[src/hdl/alba_pkg.sv]
// Package for the ambient light brightness averager.
// Holds the widths, window constants, register indexes and control structs.
// Depends on nothing; every other file imports it.
`default_nettype none
package alba_pkg;

	localparam int unsigned SAMPLE_W   = 10;
	localparam int unsigned LEVEL_W    = 8;
	localparam int unsigned WIN_LOG2   = 4;
	localparam int unsigned WINDOW_LEN = 1 << WIN_LOG2;
	localparam int unsigned TOTAL_W    = SAMPLE_W + WIN_LOG2;
	localparam int unsigned PROD_W     = LEVEL_W + SAMPLE_W;
	localparam int unsigned FULL_SCALE = 1023;

	localparam int unsigned CFG_IDX_W  = 1;
	localparam int unsigned CFG_DATA_W = LEVEL_W;

	localparam logic [CFG_IDX_W-1:0] REG_MAX_BRIGHT = 1'd0;
	localparam logic [CFG_IDX_W-1:0] REG_MIN_BRIGHT = 1'd1;

	localparam logic [LEVEL_W-1:0] MAX_BRIGHT_RST = 8'd255;
	localparam logic [LEVEL_W-1:0] MIN_BRIGHT_RST = 8'd10;

	typedef logic [SAMPLE_W-1:0]   sample_t;
	typedef logic [LEVEL_W-1:0]    level_t;
	typedef logic [TOTAL_W-1:0]    total_t;
	typedef logic [PROD_W-1:0]     prod_t;
	typedef logic [CFG_IDX_W-1:0]  cfg_idx_t;
	typedef logic [CFG_DATA_W-1:0] cfg_data_t;

	typedef struct packed {
		logic seed;
		logic shift;
	} cell_ctl_t;

	typedef struct packed {
		logic en_s2;
		logic en_out;
	} scale_ctl_t;

endpackage
`default_nettype wire

[src/hdl/ambient_light_brightness_average_core.sv]
// Top level of the ambient light brightness averager: window cell chain,
// running sum, configuration registers and handshake control.
// Depends on alba_pkg, alba_cell and alba_scale.
//
//   channel  direction  handshake              payload
//   in       sink       in_valid / in_stall    action, light_sample
//   out      source     out_valid / out_stall  brightness
//   cfg      sink       cfg_write              cfg_index, cfg_data
//
// One request is accepted per cycle while in_stall is low.
// The window cells and running sum update in the accept cycle; the multiplier
// and the divide-and-clamp stage each take one further pipeline register.
// Reset clears the sum, seeded flag and valid bits; the cells need no reset.
// A stalled output holds the pipeline; empty stages still fill behind it.
`default_nettype none
module ambient_light_brightness_average_core (
	input  wire                   clk,
	input  wire                   arst_n,
	input  wire                   in_valid,
	output logic                  in_stall,
	input  wire                   action,
	input  alba_pkg::sample_t     light_sample,
	output logic                  out_valid,
	input  wire                   out_stall,
	output alba_pkg::level_t      brightness,
	input  wire                   cfg_write,
	input  alba_pkg::cfg_idx_t    cfg_index,
	input  alba_pkg::cfg_data_t   cfg_data
);
	import alba_pkg::*;

	level_t     max_bright_q;
	level_t     min_bright_q;
	total_t     total_q;
	logic       seeded_q;
	logic       v1_q;
	logic       v2_q;
	logic       out_valid_q;
	sample_t    avg_s1;

	logic       adv_out;
	logic       adv2;
	logic       adv1;
	logic       accept;
	logic       push;
	cell_ctl_t  cell_ctl;
	scale_ctl_t scale_ctl;
	total_t     total_next;
	sample_t    entries [WINDOW_LEN];

	assign adv_out = !out_valid_q || !out_stall;
	assign adv2    = !v2_q || adv_out;
	assign adv1    = !v1_q || adv2;
	assign accept  = in_valid && adv1;
	assign push    = accept && action;

	assign cell_ctl.seed  = push && !seeded_q;
	assign cell_ctl.shift = push && seeded_q;

	assign scale_ctl.en_s2  = adv2 && v1_q;
	assign scale_ctl.en_out = adv_out && v2_q;

	genvar gi;
	generate
		for (gi = 0; gi < WINDOW_LEN; gi++) begin : g_cell
			if (gi == 0) begin : g_head
				alba_cell u_cell (
					.clk   (clk),
					.ctl   (cell_ctl),
					.seed  (light_sample),
					.prev  (light_sample),
					.entry (entries[gi])
				);
			end else begin : g_body
				alba_cell u_cell (
					.clk   (clk),
					.ctl   (cell_ctl),
					.seed  (light_sample),
					.prev  (entries[gi-1]),
					.entry (entries[gi])
				);
			end
		end
	endgenerate

	always_comb begin
		total_next = total_q;
		if (cell_ctl.seed) begin
			total_next = {light_sample, WIN_LOG2'(0)};
		end else if (cell_ctl.shift) begin
			total_next = total_q - TOTAL_W'(entries[WINDOW_LEN-1]) + TOTAL_W'(light_sample);
		end
	end

	always_ff @(posedge clk or negedge arst_n) begin
		if (!arst_n) begin
			max_bright_q <= MAX_BRIGHT_RST;
			min_bright_q <= MIN_BRIGHT_RST;
		end else if (cfg_write) begin
			unique case (cfg_index)
				REG_MAX_BRIGHT: max_bright_q <= cfg_data;
				REG_MIN_BRIGHT: min_bright_q <= cfg_data;
				default: ;
			endcase
		end
	end

	always_ff @(posedge clk or negedge arst_n) begin
		if (!arst_n) begin
			total_q     <= '0;
			seeded_q    <= 1'b0;
			v1_q        <= 1'b0;
			v2_q        <= 1'b0;
			out_valid_q <= 1'b0;
		end else begin
			total_q <= total_next;
			if (push) begin
				seeded_q <= 1'b1;
			end
			if (adv1) begin
				v1_q <= in_valid;
			end
			if (adv2) begin
				v2_q <= v1_q;
			end
			if (adv_out) begin
				out_valid_q <= v2_q;
			end
		end
	end

	always_ff @(posedge clk) begin
		if (accept) begin
			avg_s1 <= total_next[TOTAL_W-1 -: SAMPLE_W];
		end
	end

	alba_scale u_scale (
		.clk            (clk),
		.ctl            (scale_ctl),
		.avg_s1         (avg_s1),
		.max_brightness (max_bright_q),
		.min_brightness (min_bright_q),
		.brightness     (brightness)
	);

	assign in_stall  = !adv1;
	assign out_valid = out_valid_q;

endmodule
`default_nettype wire

[src/hdl/alba_cell.sv]
// One window cell: holds one light reading of the moving-average window.
// Loads the seed reading or takes its neighbor's entry on a push.
// Depends on alba_pkg.
`default_nettype none
module alba_cell (
	input  wire                  clk,
	input  alba_pkg::cell_ctl_t  ctl,
	input  alba_pkg::sample_t    seed,
	input  alba_pkg::sample_t    prev,
	output alba_pkg::sample_t    entry
);
	import alba_pkg::*;

	sample_t entry_q;

	always_ff @(posedge clk) begin
		if (ctl.seed) begin
			entry_q <= seed;
		end else if (ctl.shift) begin
			entry_q <= prev;
		end
	end

	assign entry = entry_q;

endmodule
`default_nettype wire

[src/hdl/alba_scale.sv]
// Scaling pipeline: multiplies the window average by max_brightness,
// divides by full scale exactly and clamps up to min_brightness.
// Depends on alba_pkg.
`default_nettype none
module alba_scale (
	input  wire                   clk,
	input  alba_pkg::scale_ctl_t  ctl,
	input  alba_pkg::sample_t     avg_s1,
	input  alba_pkg::level_t      max_brightness,
	input  alba_pkg::level_t      min_brightness,
	output alba_pkg::level_t      brightness
);
	import alba_pkg::*;

	prod_t                 prod_s2;
	level_t                level_s3;
	level_t                quot0;
	logic [SAMPLE_W:0]     rem;
	level_t                quot;

	always_ff @(posedge clk) begin
		if (ctl.en_s2) begin
			prod_s2 <= PROD_W'(max_brightness) * PROD_W'(avg_s1);
		end
	end

	// Division by 2^10 - 1: x = 1024*q0 + low, so the remainder against 1023
	// is low + q0, which stays below twice the divisor.
	always_comb begin
		quot0 = prod_s2[PROD_W-1:SAMPLE_W];
		rem   = {1'b0, prod_s2[SAMPLE_W-1:0]} + (SAMPLE_W+1)'(quot0);
		quot  = (rem >= (SAMPLE_W+1)'(FULL_SCALE)) ? quot0 + 8'd1 : quot0;
	end

	always_ff @(posedge clk) begin
		if (ctl.en_out) begin
			level_s3 <= (quot < min_brightness) ? min_brightness : quot;
		end
	end

	assign brightness = level_s3;

endmodule
`default_nettype wire

[config.mk]
export PLATFORM = sky130hd
export DESIGN_NAME = ambient_light_brightness_average_core
export DESIGN_NICKNAME = d
export VERILOG_FILES = /design/src/hdl/alba_pkg.sv /design/src/hdl/ambient_light_brightness_average_core.sv /design/src/hdl/alba_cell.sv /design/src/hdl/alba_scale.sv
export SDC_FILE = /design/constraint.sdc
export NUM_CORES = 1
export LEC_CHECK = 0
export BUFFER_PORTS_ARGS = -buffer_cell sky130_fd_sc_hd__buf_2
export CAP_MARGIN = 15
export CORE_MARGIN = 2
export CORE_UTILIZATION = 30
export CTS_BUF_LIST = sky130_fd_sc_hd__clkbuf_4
export DETAILED_ROUTE_END_ITERATION = 6
export REMOVE_ABC_BUFFERS = 1
export SYNTH_ARGS = -nofsm -noshare
export SYNTH_HDL_FRONTEND = slang
export SYNTH_SLANG_ARGS = --single-unit
[constraint.sdc]
create_clock -name clk -period 14.1 [get_ports clk]
set_input_delay 2.82 -clock clk [delete_from_list [all_inputs] [get_ports clk]]
set_output_delay 2.82 -clock clk [all_outputs]
set_load 0.03 [all_outputs]
==> flow_summary.toml <==
[critical_path]
startpoint_type = "input port"
reg2reg_from = "max_bright_q[4]$_DFFE_PN1P_"
critPathBufInv = 3
r2r_cells = 15
worst_ep_arrival_time_ns = 7.27
worstSetupPathType = "in -> reg"
endpoint_kind = "register"
reg2reg_to = "u_scale.prod_s2[17]$_DFFE_PP_"
path_max_fanout = 96
crit_required_ns = 14.61
max_stage_delay_ns = 0.89
crit_family = "simple AND/OR/NAND/NOR gates"
critPathSlowestCell = "nor2_1"
reg2reg_slack_ns = 8.93
cp_cell_sequence = "buf_2 > nand4_1 > and2_1 > nand2_1 > inv_6 > nand2b_4 > buf_4 > nor2_1 > a21oi_1 > o21ai_0"

[cells_and_area]
final_cell_mix = "edfxtp_1 (196), a21o_1 (160), inv_1 (132), clkbuf_4 (82), ha_1 (68)"
multi_input_area_um2 = 5450
n_antenna_cell = 0
final_area_um2 = 14300
regArea_um2 = 6750
syn2layout_area_growth_pct = 11.3
layout_commonest_cell = "edfxtp_1"
n_fill_cell = 4208
final_net_count = 1240
final_layout_size_suffix_gt1_share_pct = 15.0

[logic_synthesis]
ys_ff_latch = 230
syn_avg_cell_area_um2 = 12.4
ys_types = 62
synthArstFlopShare_pct = 14.8
yosysWarnings = 0
syn_area_um2 = 12800
synth_edf_count = 196
syn_inst = 1032
synth_ff_type = "edfxtp_1"
ys_seq_area_share_pct = 52.6

[sta]
grt_setup_unrepaired = "false"
slew-limit-headroom_pct = 29.6
finalHoldViolations = 0
fmax_mhz = 148
min_period_ns = 6.75
clock_skew_ns = 0.0204
finalWorstSetupSlack_ns = 7.35
finalSetupTns_ns = 0
fin_crit_sh_pct = 47.9
setup_violations = 0
tightest_slew_ns = 1.05
maxSlewViolCount = 0
finalHoldWorstSlack_ns = 0.483

[route]
num_vias = 7689
ant_nets = 0
drc = 0
viasPerCell = 4.61
drt-total-wl_um = 23200
drt_iter0_drc = 378
wl_per_cell_um = 13.9
first_pass_iters = 4

[cts]
root_buffer = "clkbuf_4"
clk_pin_slew_ns = 0.07
cts_sinks = 230
clockBufferDepth = 3
htreeDepth = 2
cts_hold_buf = 0
postCtsSetupRepairBufs = 0
cts_resized = 0
numCtsBuffers = 58
cts_tree = "done"
clock_latency_ns = 0.71

[global_routing]
gr-total-overflow = 0
antenna_found_initial = 0
grt_max_degree = 97
grt_pass1_vias = 7854
grt_pass1_wl_um = 38700
grt_use_total_pct = 10.7

[power]
power_mw = 3.18
ir_drop_mv = 0.145
p_leak_nw = 6.54
power-per-cell-area_nw_per_um2 = 223

[min_path]
whs_endpoint = "v2_q$_DFFE_PN0P_"
holdPathStages = 1
hold_class = "reg -> reg"
min_from = "v1_q$_DFFE_PN0N_"

[placed_design]
io_buffers = 34
dpl-instance-area_um2 = 13600
gp_congestion = 0.780
post-place-ws_ns = 6.50
dpl.hpwl_um = 15600

[die]
ios = 35
core_um2 = 42100
die_x_um = 211
placementRows = 75
fp.dieH_um = 211
start_util_pct = 30.5
die-area_um2 = 44500

[run]
cap_violations = 0

[run_status]
outcome = "finished, final reports clean"
-- cell type report --
class	count	share of cell area, %
Tap cell	539	4.72
Clock inverter	20	0.796
Sequential cell	230	47.2
Multi-Input combinational cell	628	38.1
Clock buffer	82	4.31
Timing Repair Buffer	37	1.35
Inverter	133	3.53
-- synth_stat cells, drive strengths merged (2+ instances only) --
cell type	number	area, um^2
nand2	63	236
mux2i	9	90.1
nand4	4	25.0
nor4b	3	32.5
a211oi	4	35.0
mux2	24	300
o21ai	26	130
o2111ai	4	35.0
nand2b	6	37.5
xnor2	19	174
xor2	9	78.8
and2	47	294
a2111oi	2	17.5
o21a	3	22.5
fa	59	1180
dfstp	10	263
and3	6	38.8
a21oi	17	85.1
or2	2	12.5
clkbuf	40	150
nor2	30	113
a21boi	3	22.5
nor4	2	12.5
a21o	160	1200
dfrtp	24	601
nor3b	2	20.0
inv	133	499
nor2b	3	18.8
nand3	13	65.1
a211o	3	26.3
nor3	11	55.1
ha	68	851
o211ai	4	30.0
o21bai	3	22.5
edfxtp	196	5890
-- per-layer routing --
layer / vias to the layer above / GRT usage, % / share of wire (%)
met4: 0 / 3.62 / 2.0
met1: 3763 / 14.1 / 47
met3: 44 / 2.60 / 4.7
li1: 3752 / - / -
met2: 130 / 17.2 / 46
met5: - / 0 / 0
-- worst max-delay path by stage --
| stage | start | end | slack [ns] | cells past startpoint |
|---|---|---|---|---|
| floorplan | out_stall | avg_s1[6]$_DFFE_PP_ | 1.30 | 8 |
| global placement | out_stall | avg_s1[6]$_DFFE_PP_ | 6.62 | 10 |
| detailed placement | out_stall | avg_s1[6]$_DFFE_PP_ | 6.50 | 10 |
| CTS | out_stall | avg_s1[6]$_DFFE_PP_ | 7.25 | 10 |
| global route | out_stall | avg_s1[6]$_DFFE_PP_ | 6.84 | 10 |
| finish | out_stall | avg_s1[6]$_DFFE_PP_ | 7.35 | 10 |
-- stage by stage --
| step | util [%] | std cells |
|---|---|---|
| floorplan | - | 991 |
| global placement | 32.2 | 1567 |
| detailed placement | 32.2 | 1567 |
| CTS | 33.9 | 1669 |
| global route | 33.9 | 1669 |
| finish | 33.9 | 1669 |
-- state kept, by name (all words and copies together), names as in the netlist --
name,flops
out_valid,1
avg_s1,10
g_cell.g_body.u_cell.entry,150
seeded_q,1
min_bright_q,8
v1_q,1
u_scale.brightness,8
v2_q,1
u_scale.prod_s2,18
max_bright_q,8
total_q,14
g_cell.g_head.u_cell.entry,10
-- worst register-to-register path: stages (launching register included) --
cell       delay [ns]
dfstp_2          0.68
nand2_1          0.13
fa_1             0.46
fa_1             0.58
fa_1             0.45
fa_1             0.54
inv_1            0.04
ha_1             0.32
o21ai_0          0.11
a21boi_0         0.15
o21ai_0          0.22
a21boi_0         0.18
o2111ai_1        0.27
a31oi_1          0.20
or4_1            0.42
and3_1           0.18
-- kinds of logic after synthesis --
group,after synthesis,share of synthesized area (%)
compound gates,240,13.5
flops,230,52.6
simple gates,200,8.02
buf+inv,174,5.09
fa+ha+maj,127,15.8
mux,33,3.04
xor+xnor,28,1.97
-- report_power, final --
| part | switching (mW) | internal, mW | total (mW) |
|---|---|---|---|
| Clock | 0.273 | 0.287 | 0.560 |
| Combinational | 0.879 | 0.740 | 1.62 |
| Sequential | 0.0836 | 0.918 | 1.00 |
| Total | 1.24 | 1.95 | 3.18 |
No activity file was read; power rests on OpenSTA's default activity.
